$ cat config.mk
export PLATFORM = sky130hd
export DESIGN_NAME = ascii_integer_parser
export DESIGN_NICKNAME = d
export VERILOG_FILES = /design/src/sv/aip_pkg.sv /design/src/sv/ascii_integer_parser.sv
export SDC_FILE = /design/constraint.sdc
export NUM_CORES = 1
export LEC_CHECK = 0
export BUFFER_PORTS_ARGS = -buffer_cell sky130_fd_sc_hd__buf_4
export CAP_MARGIN = 10
export CORE_AREA = 2 2 189 228
export DETAILED_ROUTE_END_ITERATION = 12
export DIE_AREA = 0 0 191 230
export SLEW_MARGIN = 5
export SYNTH_ARGS = -nofsm -noshare
export SYNTH_HDL_FRONTEND = slang
export SYNTH_SLANG_ARGS = --single-unit
$ cat constraint.sdc
create_clock -name clk -period 14.5 [get_ports clk]
set_input_delay 0.725 -clock clk [delete_from_list [all_inputs] [get_ports clk]]
set_output_delay 0.725 -clock clk [all_outputs]
set_load 0.02 [all_outputs]
$ cat src/sv/aip_pkg.sv
`timescale 1ns / 1ps
// ----------------------------------------------------------------------------
// aip_pkg
// Shared codes and the character decoder for the ASCII integer parser.
// ----------------------------------------------------------------------------
package aip_pkg;

    // Parse modes
    localparam logic [1:0] MODE_SDEC = 2'd0;
    localparam logic [1:0] MODE_UDEC = 2'd1;
    localparam logic [1:0] MODE_HEX  = 2'd2;

    // Result status codes
    localparam logic [1:0] ST_NO_DIGIT = 2'd0;
    localparam logic [1:0] ST_SUCCESS  = 2'd1;
    localparam logic [1:0] ST_OVERFLOW = 2'd2;

    // Configuration register indexes
    localparam logic CFG_MODE        = 1'b0;
    localparam logic CFG_DIGIT_LIMIT = 1'b1;

    // Characters and limits
    localparam logic [7:0] CH_MINUS    = 8'h2D;
    localparam logic [7:0] CH_ZERO     = 8'h30;
    localparam logic [7:0] CH_NINE     = 8'h39;
    localparam logic [7:0] CH_LOWER_A  = 8'h61;
    localparam logic [7:0] CH_LOWER_F  = 8'h66;
    localparam logic [7:0] CH_UPPER_A  = 8'h41;
    localparam logic [7:0] CH_UPPER_F  = 8'h46;
    localparam logic [7:0] DIGITS_UNLIMITED = 8'hFF;

    typedef struct packed {
        logic       ok;
        logic [3:0] val;
    } digit_t;

    // Decode one character in radix 10 or 16
    function automatic digit_t digit_of(input logic [7:0] c, input logic hex);
        digit_t d;
        logic [7:0] t;
        d = '0;
        t = '0;
        if (c >= CH_ZERO && c <= CH_NINE)
        begin
            t     = c - CH_ZERO;
            d.ok  = 1'b1;
            d.val = t[3:0];
        end
        else if (hex && c >= CH_LOWER_A && c <= CH_LOWER_F)
        begin
            t     = c - CH_LOWER_A + 8'd10;
            d.ok  = 1'b1;
            d.val = t[3:0];
        end
        else if (hex && c >= CH_UPPER_A && c <= CH_UPPER_F)
        begin
            t     = c - CH_UPPER_A + 8'd10;
            d.ok  = 1'b1;
            d.val = t[3:0];
        end
        return d;
    endfunction

endpackage

$ cat src/sv/ascii_integer_parser.sv
`timescale 1ns / 1ps
// ----------------------------------------------------------------------------
// ascii_integer_parser
// Streaming character-to-integer converter with overflow detection.
//
//   port group   direction   handshake            payload
//   in           sink        in_valid/in_stall    ch, start_req
//   out          source      out_valid/out_stall  done_res, status, value,
//                                                 consumed, took_char
//   cfg          sink        cfg_valid/cfg_ready  cfg_index, cfg_data
//
// One item per cycle sustained while out_stall is low; an accepted item
// goes through the input register, then the result register. The digit step
// (shift-add by the radix, add digit, compare against the bound) sits
// between those two registers. Reset clears the conversion state and loads
// mode 0 and an unlimited digit count. A stall on the output holds the
// result register and backs up into the input register.
// ----------------------------------------------------------------------------
module ascii_integer_parser #(
    parameter int WORD_BITS = 64
) (
    input  logic        clk,
    input  logic        rst_n,
    // input items
    input  logic        in_valid,
    output logic        in_stall,
    input  logic [7:0]  ch,
    input  logic        start_req,
    // result items
    output logic        out_valid,
    input  logic        out_stall,
    output logic        done_res,
    output logic [1:0]  status,
    output logic [63:0] value,
    output logic [8:0]  consumed,
    output logic        took_char,
    // configuration writes
    input  logic        cfg_valid,
    output logic        cfg_ready,
    input  logic        cfg_index,
    input  logic [7:0]  cfg_data
);

    localparam int WIDE_BITS = WORD_BITS + 4;

    // configuration
    logic [1:0] mode_reg;
    logic [7:0] digit_limit_reg;

    // input register
    logic       in_vld_reg;
    logic [7:0] ch_reg;
    logic       start_reg;

    // conversion state
    logic [WORD_BITS-1:0] acc_reg, acc_next;
    logic [7:0]           cnt_reg, cnt_next;
    logic                 neg_reg, neg_next;
    logic                 active_reg, active_next;
    logic                 sign_reg, sign_next;

    // result register
    logic        out_vld_reg;
    logic        done_reg, done_next;
    logic [1:0]  status_reg, status_next;
    logic [63:0] value_reg, value_next;
    logic [8:0]  consumed_reg, consumed_next;
    logic        took_reg, took_next;
    logic        idle_item;

    logic advance;
    logic fire;

    // pipeline flow
    assign advance  = !out_vld_reg || !out_stall;
    assign fire     = in_vld_reg && advance;
    assign in_stall = in_vld_reg && !advance;
    assign cfg_ready = 1'b1;

    always_ff @(posedge clk or negedge rst_n)
    begin
        if (!rst_n)
        begin
            mode_reg        <= aip_pkg::MODE_SDEC;
            digit_limit_reg <= aip_pkg::DIGITS_UNLIMITED;
        end
        else if (cfg_valid && cfg_ready)
        begin
            case (cfg_index)
                aip_pkg::CFG_MODE:        mode_reg <= cfg_data[1:0];
                aip_pkg::CFG_DIGIT_LIMIT: digit_limit_reg <= cfg_data;
                default: ;
            endcase
        end
    end

    // input register
    always_ff @(posedge clk or negedge rst_n)
    begin
        if (!rst_n)
            in_vld_reg <= 1'b0;
        else if (!in_stall)
            in_vld_reg <= in_valid;
    end

    always_ff @(posedge clk)
    begin
        if (!in_stall)
        begin
            ch_reg    <= ch;
            start_reg <= start_req;
        end
    end

    // digit step
    logic                 limited, hex, sdec, is_minus;
    logic [WORD_BITS-1:0] cur_acc;
    logic [7:0]           cur_cnt;
    logic                 cur_neg, cur_sign;
    aip_pkg::digit_t      dg;
    logic [WIDE_BITS-1:0] wide, bound;
    logic [WORD_BITS-1:0] emit_v;

    always_comb
    begin
        limited  = (digit_limit_reg != aip_pkg::DIGITS_UNLIMITED);
        sdec     = (mode_reg == aip_pkg::MODE_SDEC);
        hex      = !sdec && (mode_reg != aip_pkg::MODE_UDEC);
        is_minus = (ch_reg == aip_pkg::CH_MINUS);
        dg       = aip_pkg::digit_of(ch_reg, hex);

        // a start item begins from a clean word
        cur_acc  = start_reg ? '0 : acc_reg;
        cur_cnt  = start_reg ? 8'd0 : cnt_reg;
        cur_neg  = start_reg ? 1'b0 : neg_reg;
        cur_sign = start_reg ? 1'b0 : sign_reg;

        // word*radix + digit, compared against the mode bound
        if (hex)
            wide = {cur_acc, 4'b0000} + WIDE_BITS'(dg.val);
        else
            wide = WIDE_BITS'({cur_acc, 3'b000}) + WIDE_BITS'({cur_acc, 1'b0})
                 + WIDE_BITS'(dg.val);
        if (!sdec)
            bound = WIDE_BITS'({WORD_BITS{1'b1}});
        else if (cur_neg)
            bound = WIDE_BITS'({1'b1, {(WORD_BITS-1){1'b0}}});
        else
            bound = WIDE_BITS'({1'b0, {(WORD_BITS-1){1'b1}}});

        acc_next    = cur_acc;
        cnt_next    = cur_cnt;
        neg_next    = cur_neg;
        sign_next   = cur_sign;
        active_next = active_reg;
        done_next   = 1'b0;
        status_next = (cur_cnt != 8'd0) ? aip_pkg::ST_SUCCESS : aip_pkg::ST_NO_DIGIT;
        took_next   = 1'b0;
        idle_item   = 1'b0;

        if (start_reg && sdec && is_minus)
        begin
            // leading minus sign
            neg_next    = 1'b1;
            sign_next   = 1'b1;
            took_next   = 1'b1;
            status_next = aip_pkg::ST_NO_DIGIT;
            done_next   = limited && (digit_limit_reg == 8'd0);
            active_next = !done_next;
        end
        else if (!start_reg && !active_reg)
        begin
            idle_item = 1'b1;
        end
        else if ((limited && cur_cnt >= digit_limit_reg) || !dg.ok)
        begin
            // digit limit reached or non-digit: end unconsumed
            done_next   = 1'b1;
            active_next = 1'b0;
        end
        else if (wide > bound)
        begin
            done_next   = 1'b1;
            active_next = 1'b0;
            status_next = aip_pkg::ST_OVERFLOW;
        end
        else
        begin
            acc_next    = wide[WORD_BITS-1:0];
            cnt_next    = (cur_cnt != 8'hFF) ? cur_cnt + 8'd1 : cur_cnt;
            status_next = aip_pkg::ST_SUCCESS;
            took_next   = 1'b1;
            done_next   = limited && (cnt_next >= digit_limit_reg);
            active_next = !done_next;
        end

        // result value: negated and sign-extended in signed mode
        emit_v = (sdec && neg_next) ? (~acc_next + 1'b1) : acc_next;
        if (sdec)
            value_next = 64'(signed'(emit_v));
        else
            value_next = 64'(emit_v);
        consumed_next = 9'(cnt_next) + 9'(sign_next);

        if (idle_item)
        begin
            done_next     = 1'b0;
            status_next   = aip_pkg::ST_NO_DIGIT;
            value_next    = '0;
            consumed_next = '0;
            took_next     = 1'b0;
        end
    end

    // conversion state update
    always_ff @(posedge clk or negedge rst_n)
    begin
        if (!rst_n)
        begin
            acc_reg    <= '0;
            cnt_reg    <= '0;
            neg_reg    <= 1'b0;
            active_reg <= 1'b0;
            sign_reg   <= 1'b0;
        end
        else if (fire)
        begin
            acc_reg    <= acc_next;
            cnt_reg    <= cnt_next;
            neg_reg    <= neg_next;
            active_reg <= active_next;
            sign_reg   <= sign_next;
        end
    end

    // result register
    always_ff @(posedge clk or negedge rst_n)
    begin
        if (!rst_n)
            out_vld_reg <= 1'b0;
        else if (advance)
            out_vld_reg <= in_vld_reg;
    end

    always_ff @(posedge clk)
    begin
        if (fire)
        begin
            done_reg     <= done_next;
            status_reg   <= status_next;
            value_reg    <= value_next;
            consumed_reg <= consumed_next;
            took_reg     <= took_next;
        end
    end

    assign out_valid = out_vld_reg;
    assign done_res  = done_reg;
    assign status    = status_reg;
    assign value     = value_reg;
    assign consumed  = consumed_reg;
    assign took_char = took_reg;

    // checks
    a_ovf_ends: assert property (@(posedge clk) disable iff (!rst_n)
        out_valid && status == aip_pkg::ST_OVERFLOW |-> done_res && !took_char)
        else $error("overflow result must end the conversion unconsumed");

    a_idle_zero: assert property (@(posedge clk) disable iff (!rst_n)
        out_valid && !done_res && !took_char |->
            status == aip_pkg::ST_NO_DIGIT && consumed == 9'd0 && value == 64'd0)
        else $error("idle item result must be all zero");

    a_success_count: assert property (@(posedge clk) disable iff (!rst_n)
        out_valid && status == aip_pkg::ST_SUCCESS |-> consumed != 9'd0)
        else $error("success without any consumed character");

    a_stall_backs_up: assert property (@(posedge clk) disable iff (!rst_n)
        in_vld_reg && out_vld_reg && out_stall |=> in_vld_reg && $stable(ch_reg))
        else $error("input register lost an item under output stall");

endmodule

==> results of run 1 <==
[metrics by stage]
| stage | cells | hold WS (ns) | instance area [sq um] | util |
|---|---|---|---|---|
| after floorplan | 2350 | 0.429 | 18600 | - |
| after global placement | 2919 | 0.455 | 19800 | 0.477 |
| after detailed placement | 2920 | 0.462 | 19800 | 0.477 |
| after CTS | 2952 | 0.125 | 20400 | 0.491 |
| after global routing | 2952 | 0.125 | 20400 | 0.491 |
| final | 2952 | 0.122 | 20400 | 0.491 |
[cell families after synthesis]
group	count (synthesis)	share of synthesized area
adder cells (fa/ha/maj)	217	0.147
AND/OR/NAND/NOR	954	0.247
AO/OA/AOI/OAI	647	0.220
flip-flops	173	0.257
other	1	0.000202
multiplexers	76	0.0430
buffers and inverters	187	0.0409
XOR/XNOR	95	0.0448
[worst min path at each step]
stage                                       start                       to  depth (start not counted)
after floorplan                             rst_n   acc_reg[0]$_DFFE_PN0P_                          0
after global placement    acc_reg[35]$_DFFE_PN0P_  acc_reg[35]$_DFFE_PN0P_                          2
after detailed placement   acc_reg[6]$_DFFE_PN0P_   acc_reg[6]$_DFFE_PN0P_                          2
after CTS                                   rst_n  acc_reg[13]$_DFFE_PN0P_                          1
after global routing                        rst_n    out_valid$_DFFE_PN0N_                          1
final                                       rst_n    out_valid$_DFFE_PN0N_                          1
[metal layers]
layer / GRT usage / share of wire
met4: 0.194 / 0.071
met3: 0.0357 / 0.054
met1: 0.355 / 0.38
met2: 0.539 / 0.49
met5: 0 / 0
[where the power goes]
part	internal (W)	switching [W]	leakage (nW)	total [W]
combinational	0.000174	0.000380	7.01	0.000554
sequential	0.000559	0.0000226	2.03	0.000581
clock	0.000249	0.000222	0.285	0.000471
[worst register-to-register path: cells and delay by family (launching register included)]
| family | cells | cell delay, ns |
|---|---|---|
| and+or+nand+nor | 17 | 5.03 |
| muxes | 3 | 0.84 |
| buffers and inverters | 1 | 0.66 |
| AOI/OAI and AO/OA | 8 | 2.68 |
| adders and majority gates | 4 | 1.28 |
| DFF | 1 | 0.48 |
[cell type report]
cell class | count | area (sq um) | share of cell area
well taps | 546 | 683 | 0.0335
flip-flops and latches | 173 | 4770 | 0.234
multi-input cells | 1990 | 13100 | 0.641
clock buffers | 19 | 453 | 0.0222
repair buffers | 132 | 993 | 0.0487
inverters | 79 | 299 | 0.0147
clock inverters | 13 | 126 | 0.00619
[synth_stat cells, drive strengths merged (47+ instances only)]
cell type,count
xor2,47
inv,77
nor3,58
ha,215
o21ai,175
xnor2,48
nor2b,62
a21oi,203
edfxtp,86
nand3,65
clkbuf,71
nand2,332
mux2i,53
nor2,244
dfrtp,79
[cells in the final DEF, fill, tap and decap left out, drive strengths merged, types with 7 or more instances in the layout]
cell / n
nor2b: 62
a21boi: 10
nand4: 43
a21o: 33
a21oi: 203
o21ai: 175
clkbuf: 19
mux2: 23
nor2: 244
a221oi: 9
or2: 15
o211ai: 34
xor2: 47
nand2b: 20
clkinv: 7
and2: 10
a2111oi: 7
o31ai: 15
o21bai: 11
xnor2: 48
and3: 20
or4: 12
nand3: 65
edfxtp: 86
buf: 131
dfstp: 8
a22o: 23
o21a: 22
or3: 20
mux2i: 53
nor4: 26
inv: 83
a31oi: 24
ha: 215
nor3: 58
dfrtp: 79
nand2: 332
a211oi: 20
==> reports/qor.yml, run 1 <==
drt:
  vias_per_cell: 6.23
  dr_total_vias: 18379
  antenna_violating_nets_post_route: 0
  routed_wire_length_per_instance_um: 23.0
  drc_markers: 0
  wl_um: 67900
  drt-pass1-iter-count: 6
  detailedRoute.firstIterationViolations: 1527
setup_path:
  startpoint_kind_of_the_worst_setup_timing_path: "flip-flop"
  timing.critical_path.fanout_max: 56
  r2r_slack_ns: 3.29
  crit_top_cell: "sky130_fd_sc_hd__ha_1"
  worstReg2RegStart: "ch_reg[0]$_DFFE_PN_"
  critical_path_buf_inv_count: 1
  critPathMaxStageDelay_ns: 1.10
  startpoint: "ch_reg[0]$_DFFE_PN_"
  timing.setup.critical_path_class: "flip-flop to flip-flop"
  crit_path_end_kind: "flip-flop"
  timing.critical_path.slowest_stage_cell: "sky130_fd_sc_hd__a2111oi_1"
  worstSetupPathDepth: 33
  r2r.worst_path.cells: 33
  endpoint: "value[35]$_SDFFCE_PP0P_"
  kind_of_cell_with_the_highest_combined_delay_on_the_critical_path: "simple AND/OR/NAND/NOR gates"
  data_required_time_of_the_worst_path_ns: 14.70
  critical_register_to_register_path_endpoint: "value[35]$_SDFFCE_PP0P_"
  worst-endpoint-arrival_ns: 11.41
power_and_ir_drop:
  vdd_drop_max_v: 0.0000989
  power_dens_cells_mw_per_mm2: 78.7
  leakagePower_nw: 9.33
  total_power_w: 0.00161
floorplanning:
  die_h_um: 230
  dieArea_sq_mm: 0.0439
  core-area_sq_mm: 0.0416
  die_width_um: 191
  boundaryPins: 103
  initial_utilization: 0.447
  row_count: 82
clock_network:
  postCtsSetupRepairBufs: 0
  cts_buffers: 17
  cts_num_sinks: 173
  clock_path_buffers: 2
  clock_tree_from_tritoncts: "built"
  htree_num_levels: 4
  insertion_delay_ns: 0.45
  cts_hold_repair.buffers: 0
  root_buffer: "sky130_fd_sc_hd__clkbuf_16"
  worst_setup_hold_path_clk_slew_ns: 0.07
  post_cts_resize_count: 0
global_routing:
  initial_antenna_violation_count: 0
  grt_first_pass_wirelength_um: 104000
  grt_start_max_net_pins: 75
  vias_in_the_first_global_route: 18141
  globalRouteOverflowTotal: 0
  global_route.usage.total: 0.308
finish:
  layout.nets: 2633
  num_antenna_cells: 0
  nFillCells: 4157
  final_layout_size_suffix_gt1_frac: 0.103
  area_growth_syn_to_layout_pct: 9.99
sta:
  setup_repair_after_global_routing_missed_its_margin: "false"
  slew-limit-headroom: 0.186
  maxClockFrequency_mhz: 89.2
  hold_viol: 0
  finalSetupViolCount: 0
  slew_violations: 0
  period_minus_slack_ns: 11.21
  worst_slew_pin_slew_ns: 1.21
  setup_ws_ns: 3.29
  setup_tns_after_final_layout_ns: 0
  final_min_period_over_clock_period: 0.773
  timing.clock.skew_ns: 0.0113
synth:
  ys_top_cells_by_area: "sky130_fd_sc_hd__ha_1 14%, sky130_fd_sc_hd__edfxtp_1 14%, sky130_fd_sc_hd__dfrtp_1 11%"
  synth-main-ff-cell: "sky130_fd_sc_hd__edfxtp_1"
  yosys_warnings: 0
  async_reset_ff_frac: 0.503
  postSynthAreaPerCell_sq_um: 7.90
  synth_edf_count: 86
  ys_seq_elements: 173
  seq_area_frac_synth: 0.257
  synth.net_count: 2590
  yosysUniqueCellTypes: 107
  synth_top_cell_by_area: "sky130_fd_sc_hd__ha_1"
  syn_inst: 2350
  synthesis.area_sq_mm: 0.0186
  netlist.area_leader.share: 0.145
run_status:
  result_of_the_run: "finished, final reports clean"
place:
  io_buffers: 101
  pre_cts_ws_ns: 3.50
  hpwlAfterDp_um: 52600
  routabilityCongestion: 0.984
worst_hold_path:
  holdCritPathClass: "primary input to async pin"
flow_run:
  drv.max_cap_violation_count: 0
Power figures use the tool's default switching activity.
==> run 2: changes to the inputs <==
==> constraint.sdc (replaced) <==
create_clock -name clk -period 9.25 [get_ports clk]
set_input_delay 0.4625 -clock clk [delete_from_list [all_inputs] [get_ports clk]]
set_output_delay 0.4625 -clock clk [all_outputs]
set_load 0.02 [all_outputs]
==> reports/qor.yml, run 2 (synthesis gave the netlist of run 1 again) <==
drt:
  vias_per_cell: 6.04  # was 6.23
  antenna_violating_nets_post_route: 0  # unchanged
  routedLengthMet1_um: 28100  # was 26000 um
  wl_um: 74500  # was 67900 um
  drt-pass1-iter-count: 7  # was 6
  routed_wire_length_per_instance_um: 22.8  # was 23.0 um
  dr_total_vias: 19729  # was 18.4k
  routed-wl-met2_um: 37100  # was 33400 um
  top_layer_used: "met4"  # unchanged
  routed-wl-met3_um: 3140  # was 3650 um
  detailedRoute.firstIterationViolations: 1427  # was 1527
  drc_markers: 0  # unchanged
finish:
  final_cell_mix: "432 x sky130_fd_sc_hd__buf_4, 331 x sky130_fd_sc_hd__nand2_1, 239 x sky130_fd_sc_hd__nor2_1"  # was 331 x sky130_fd_sc_hd__nand2_1, 240 x sky130_fd_sc_hd__nor2_1, 215 x sky130_fd_sc_hd__ha_1
  layout.nets: 2945  # was 2633
  multi_input_comb_area_sq_mm: 0.0134  # was 0.0131 sq mm
  most_common_cell_after_layout_fill_and_taps_aside: "sky130_fd_sc_hd__buf_4"  # was sky130_fd_sc_hd__nand2_1
  final_layout_size_suffix_gt1_frac: 0.222  # was 0.103
  area_growth_syn_to_layout_pct: 25.0  # was 9.99%
  nFillCells: 3920  # was 4157
  num_antenna_cells: 0  # unchanged
  fin_area_sq_mm: 0.0232  # was 0.0204 sq mm
  sequential_cell_area_in_the_final_layout_sq_mm: 0.00477  # unchanged
clock_network:
  cts_buffers: 17  # unchanged
  clock_path_buffers: 2  # unchanged
  root_buffer: "sky130_fd_sc_hd__clkbuf_16"  # unchanged
  insertion_delay_ns: 0.46  # was 0.45 ns
  cts_num_sinks: 173  # unchanged
  worst_setup_hold_path_clk_slew_ns: 0.08  # was 0.07 ns
  clock_tree_from_tritoncts: "built"  # unchanged
  htree_num_levels: 4  # unchanged
sta:
  period_minus_slack_ns: 8.99  # was 11.21 ns
  hold_ws_ns: 0.179  # was 0.122 ns
  maxClockFrequency_mhz: 111  # was 89.2 MHz
  timing.clock.skew_ns: 0.0191  # was 0.0113 ns
  final_min_period_over_clock_period: 0.972  # was 0.773
  worst_slew_pin_slew_ns: 1.08  # was 1.21 ns
  hold_viol: 0  # unchanged
  finalSetupViolCount: 0  # unchanged
  slew_violations: 0  # unchanged
  slew-limit-headroom: 0.281  # was 0.186
global_routing:
  vias_in_the_first_global_route: 19775  # was 18.1k
  initial_antenna_violation_count: 0  # unchanged
  grt_start_max_net_pins: 64  # was 75
  globalRouteOverflowTotal: 0  # unchanged
  grt_first_pass_wirelength_um: 113000  # was 104000 um
  global_route.usage.total: 0.335  # was 0.308
run_status:
  result_of_the_run: "finished, final reports clean"  # unchanged
floorplanning:
  dieArea_sq_mm: 0.0439  # unchanged
  boundaryPins: 103  # unchanged
  core-area_sq_mm: 0.0416  # unchanged
  initial_utilization: 0.447  # unchanged
  die_h_um: 230  # unchanged
  die_width_um: 191  # unchanged
  row_count: 82  # unchanged
setup_path:
  timing.setup.critical_path_class: "flip-flop to flip-flop"  # unchanged
  worstReg2RegStart: "ch_reg[0]$_DFFE_PN_"  # unchanged
  worst-endpoint-arrival_ns: 9.19  # was 11.41 ns
  startpoint_kind_of_the_worst_setup_timing_path: "flip-flop"  # unchanged
  critical_register_to_register_path_endpoint: "value[49]$_SDFFCE_PP0P_"  # was value[35]$_SDFFCE_PP0P_
  crit_top_cell: "sky130_fd_sc_hd__buf_4"  # was sky130_fd_sc_hd__ha_1
  data_required_time_of_the_worst_path_ns: 9.44  # was 14.70 ns
  critPathMaxStageDelay_ns: 0.50  # was 1.10 ns
  crit_path_end_kind: "flip-flop"  # unchanged
  timing.critical_path.fanout_max: 6  # was 56
  r2r_slack_ns: 0.26  # was 3.29 ns
  timing.critical_path.slowest_stage_cell: "sky130_fd_sc_hd__fa_1"  # was sky130_fd_sc_hd__a2111oi_1
  r2r.worst_path.cells: 40  # was 33
flow_run:
  drv.max_cap_violation_count: 0  # unchanged
place:
  io_buffers: 101  # unchanged
  detailed_place.area_sq_mm: 0.0221  # was 0.0198 sq mm
  hpwlAfterDp_um: 58700  # was 52600 um
  routabilityCongestion: 0.959  # was 0.984
power_and_ir_drop:
  power_dens_cells_mw_per_mm2: 120  # was 78.7 mW/mm^2
  vdd_drop_max_v: 0.000162  # was 0.0000989 V
  leakagePower_nw: 11.0  # was 9.33 nW
worst_hold_path:
  worst_hold_path.endpoint: "ch_reg[6]$_DFFE_PN_"
  holdCritPathClass: "primary input to flip-flop"  # was primary input to async pin
  worst_hold_startpoint: "ch[6]"
  min_path_cells: 1
[run 2: worst max-delay path by stage]
| stage | end | slack, ns | depth (start not counted) | startpoint |
|---|---|---|---|---|
| 2_1_floorplan | value[54]$_SDFFCE_PP0P_ | 0.13 | 36 | ch_reg[0]$_DFFE_PN_ |
| 3_3_place_gp | value[42]$_SDFFCE_PP0P_ | -0.15 | 39 | ch_reg[0]$_DFFE_PN_ |
| 3_5_place_dp | value[42]$_SDFFCE_PP0P_ | -0.26 | 40 | ch_reg[0]$_DFFE_PN_ |
| 4_1_cts | value[35]$_SDFFCE_PP0P_ | 0.03 | 40 | ch_reg[0]$_DFFE_PN_ |
| 5_1_grt | value[51]$_SDFFCE_PP0P_ | -0.10 | 45 | ch_reg[0]$_DFFE_PN_ |
| 6_report | value[49]$_SDFFCE_PP0P_ | 0.26 | 40 | ch_reg[0]$_DFFE_PN_ |
[run 2: routing by layer]
metal  track usage  vias up
met5             0        -
met1         0.378     9394
met2         0.588      744
li1              -     9331
met4         0.238        0
met3        0.0328      260
[run 2: layout make-up]
type	count	area share
Clock buffer	17	0.0183
Clock inverter	15	0.00836
Inverter	79	0.0129
Multi-Input combinational cell	1990	0.577
Sequential cell	173	0.206
Tap cell	546	0.0294
Timing Repair Buffer	444	0.148
[run 2: critical path: cells and delay by family (launching register included)]
kind                     cells  cell delay [ns]
AO/OA/AOI/OAI               12             2.12
multiplexers                 3             0.47
AND/OR/NAND/NOR             13             3.23
buffers and inverters        8             1.18
flip-flops                   1             0.42
adder cells (fa/ha/maj)      4             1.24
[run 2: where the power goes]
group          internal, W  total (W)  switching [W]
Sequential        0.000875   0.000910      0.0000350
Clock             0.000371   0.000764       0.000393
Combinational     0.000442    0.00111       0.000663
Total              0.00169    0.00278        0.00109
[run 2: metrics by stage]
step                worst slack (ns)  power (W)  TNS (ns)  instances  utilization
detailed placement            -0.258    0.00196     -3.21       3210        0.531
floorplan                      0.126    0.00150         0       2350            -
global route                  -0.102    0.00290     -1.71       3264        0.558
finish                         0.256    0.00278         0       3264        0.558
CTS                           0.0291    0.00273         0       3244        0.547
global placement              -0.145    0.00195     -1.23       3210        0.531
[run 2: timing repair]
action	CTS	global route
endpoints found under the setup margin	37	70
setup buffers	1	19
resized for setup	6	61
endpoints found under the hold margin	25	0
hold buffers	1	0
cloned	0	1
pin swaps	4	28
==> run 3: changes to the inputs <==
--- a/config.mk
+++ b/config.mk
@@ -7,9 +7,12 @@
 export LEC_CHECK = 0
 export BUFFER_PORTS_ARGS = -buffer_cell sky130_fd_sc_hd__buf_4
 export CAP_MARGIN = 10
-export CORE_AREA = 2 2 189 228
+export CELL_PAD_IN_SITES_DETAIL_PLACEMENT = 1
+export CELL_PAD_IN_SITES_GLOBAL_PLACEMENT = 2
+export CORE_AREA = 2 2 217 261
 export DETAILED_ROUTE_END_ITERATION = 12
-export DIE_AREA = 0 0 191 230
+export DIE_AREA = 0 0 219 263
+export PLACE_DENSITY_LB_ADDON = 0.1
 export SLEW_MARGIN = 5
 export SYNTH_ARGS = -nofsm -noshare
 export SYNTH_HDL_FRONTEND = slang
==> constraint.sdc (replaced) <==
create_clock -name clk -period 7.52 [get_ports clk]
set_input_delay 0.376 -clock clk [delete_from_list [all_inputs] [get_ports clk]]
set_output_delay 0.376 -clock clk [all_outputs]
set_load 0.02 [all_outputs]
==> reports/qor.yml, run 3 (synthesis gave the netlist of run 1 again) <==
place:
  detailed_place.area_sq_mm: 0.0255  # was 0.0221 sq mm
  io_buffers: 101  # unchanged
  hpwlAfterDp_um: 74800  # was 58700 um
  routabilityCongestion: 0.977  # was 0.959
sta:
  final_min_period_over_clock_period: 1.19  # was 0.972
  finalSetupViolCount: 149  # was 0
  slew_violations: 0  # unchanged
  maxClockFrequency_mhz: 112  # was 111 MHz
  setup_repair_after_global_routing_missed_its_margin: "true"
  timing.clock.skew_ns: 0.0220  # was 0.0191 ns
  worst_slew_pin_slew_ns: 1.13  # was 1.08 ns
  period_minus_slack_ns: 8.96  # was 8.99 ns
  hold_viol: 0  # unchanged
  setup_tns_after_final_layout_ns: -122.30  # was 0 ns
  slew-limit-headroom: 0.238  # was 0.281
  setup_ws_ns: -1.44  # was 0.256 ns
  hold_ws_ns: 0.0648  # was 0.179 ns
drt:
  drt-pass1-iter-count: 5  # was 7
  wl_um: 96800  # was 74500 um
  detailedRoute.firstIterationViolations: 1242  # was 1427
  dr_total_vias: 22291  # was 19.7k
  vias_per_cell: 5.64  # was 6.04
  drc_markers: 0  # unchanged
  antenna_violating_nets_post_route: 0  # unchanged
  routed_wire_length_per_instance_um: 24.5  # was 22.8 um
finish:
  area_growth_syn_to_layout_pct: 58.4  # was 25.0%
  most_common_cell_after_layout_fill_and_taps_aside: "sky130_fd_sc_hd__buf_4"  # unchanged
  nFillCells: 6518  # was 3920
  multi_input_comb_area_sq_mm: 0.0149  # was 0.0134 sq mm
  final_layout_size_suffix_gt1_frac: 0.412  # was 0.222
  sequential_cell_area_in_the_final_layout_sq_mm: 0.00477  # unchanged
  layout.nets: 3459  # was 2945
  post-route-util: 0.536  # was 0.558
  num_antenna_cells: 0  # unchanged
  final_cell_mix: "834 x sky130_fd_sc_hd__buf_4, 310 x sky130_fd_sc_hd__nand2_1, 226 x sky130_fd_sc_hd__nor2_1"  # was 432 x sky130_fd_sc_hd__buf_4, 331 x sky130_fd_sc_hd__nand2_1, 239 x sky130_fd_sc_hd__nor2_1
  fin_area_sq_mm: 0.0294  # was 0.0232 sq mm
floorplanning:
  die_h_um: 263  # was 230 um
  row_count: 94  # was 82
  core-area_sq_mm: 0.0548  # was 0.0416 sq mm
  die_width_um: 219  # was 191 um
  boundaryPins: 103  # unchanged
  dieArea_sq_mm: 0.0576  # was 0.0439 sq mm
  initial_utilization: 0.339  # was 0.447
run_status:
  failing_checks: "negative setup slack"
  result_of_the_run: "finished with violations"  # was finished, final reports clean
setup_path:
  startpoint_kind_of_the_worst_setup_timing_path: "flip-flop"  # unchanged
  crit_top_cell: "sky130_fd_sc_hd__buf_4"  # unchanged
  critPathMaxStageDelay_ns: 0.51  # was 0.50 ns
  crit_path_end_kind: "flip-flop"  # unchanged
  timing.critical_path.slowest_stage_cell: "sky130_fd_sc_hd__fa_1"  # unchanged
  data_required_time_of_the_worst_path_ns: 7.74  # was 9.44 ns
  timing.setup.critical_path_class: "flip-flop to flip-flop"  # unchanged
  critical_path_buf_inv_count: 33  # was 8
  worst-endpoint-arrival_ns: 9.17  # was 9.19 ns
  timing.critical_path.fanout_max: 5  # was 6
  kind_of_cell_with_the_highest_combined_delay_on_the_critical_path: "buffers and inverters"  # was simple AND/OR/NAND/NOR gates
clock_network:
  cts_buffers: 17  # unchanged
  clock_path_buffers: 2  # unchanged
  worst_setup_hold_path_clk_slew_ns: 0.08  # about the same
  clock_tree_from_tritoncts: "built"  # unchanged
  htree_num_levels: 4  # unchanged
  root_buffer: "sky130_fd_sc_hd__clkbuf_16"  # unchanged
  insertion_delay_ns: 0.49  # was 0.46 ns
  cts_num_sinks: 173  # unchanged
power_and_ir_drop:
  p_sw_frac: 0.394  # was 0.393
  leakagePower_nw: 14.1  # was 11.0 nW
  power.share.combinational: 0.478  # was 0.398
  vdd_drop_max_v: 0.000173  # was 0.000162 V
  pwr-share-seq: 0.282  # was 0.328
  switching_power_w: 0.00157  # was 0.00109 W
  share_clk_of_total_power: 0.241  # was 0.275
  power_dens_cells_mw_per_mm2: 136  # was 120 mW/mm^2
  p_int_w: 0.00242  # was 0.00169 W
global_routing:
  initial_antenna_violation_count: 0  # unchanged
  grt_start_max_net_pins: 64  # unchanged
  globalRouteOverflowTotal: 0  # unchanged
  grt_first_pass_wirelength_um: 144000  # was 113000 um
  global_route.usage.total: 0.328  # was 0.335
  vias_in_the_first_global_route: 24346  # was 19.8k
worst_hold_path:
  holdCritPathClass: "primary input to flip-flop"  # unchanged
flow_run:
  drv.max_cap_violation_count: 0  # unchanged
run 3: cell count changes in the layout (fill, tap and decap cells not counted), moves of 22 or more:
cell / change
sky130_fd_sc_hd__mux2i_4: +22
sky130_fd_sc_hd__o21ai_2: +30
sky130_fd_sc_hd__o21ai_1: +22
sky130_fd_sc_hd__o21ai_0: -56
sky130_fd_sc_hd__a21oi_2: +27
sky130_fd_sc_hd__buf_6: +85
sky130_fd_sc_hd__mux2i_1: -24
sky130_fd_sc_hd__a21oi_1: -40
sky130_fd_sc_hd__buf_4: +402
run 3: what timing repair did:
item,4_1_cts,5_1_grt
setup buffers,101,61
gates cloned,2,0
hold buffers,1,0
hold endpoints to repair,22,0
pin swaps,94,88
endpoints found under the setup margin,150,150
resized for setup,350,161
run 3: final timing paths:
path / startpoint / end / slack [ns] / cells after the start
max: ch_reg[1]$_DFFE_PN_ / value[42]$_SDFFCE_PP0P_ / -1.44 / 54
min: start_req / start_reg$_DFFE_PN_ / 0.06 / 1
max reg2reg: ch_reg[1]$_DFFE_PN_ / value[42]$_SDFFCE_PP0P_ / -1.44 / 54
min reg2reg: acc_reg[12]$_DFFE_PN0P_ / acc_reg[12]$_DFFE_PN0P_ / 0.47 / 2
max in group asynchronous: rst_n / cnt_reg[5]$_DFFE_PN0P_ / 5.75 / 3
min in group asynchronous: rst_n / acc_reg[58]$_DFFE_PN0P_ / 0.42 / 2
run 3: power groups by stage:
stage	sequential, W	clock [W]	combinational [W]
after CTS	0.00112	0.000971	0.00170
after global placement	0.00114	0	0.00141
after global routing	0.00113	0.00101	0.00201
after detailed placement	0.00114	0	0.00145
after floorplan	0.00117	0	0.000695
final	0.00112	0.000961	0.00191
run 3: stage by stage:
step / worst slack, ns / std cells / power, W
6_report: -1.44 / 3952 / 0.00399
5_1_grt: -1.81 / 3952 / 0.00415
4_1_cts: -1.34 / 3904 / 0.00379
3_5_place_dp: -1.69 / 3778 / 0.00259
3_3_place_gp: -1.44 / 3778 / 0.00255
2_1_floorplan: -0.486 / 2350 / 0.00186
run 3: cell type report:
type	count	share of cell area
clock buffer	17	0.0145
clock inverter	15	0.00613
inverter	79	0.0102
multi-input combinational	1990	0.507
sequential	173	0.162
tap	720	0.0307
timing repair buffer	958	0.269
run 3: routing by layer:
layer / vias to the layer above / share of wire / global-route usage
li1: 10329 / - / -
met1: 11072 / 0.38 / 0.359
met2: 598 / 0.51 / 0.592
met3: 292 / 0.027 / 0.0304
met4: 0 / 0.081 / 0.226
met5: - / 0 / 0
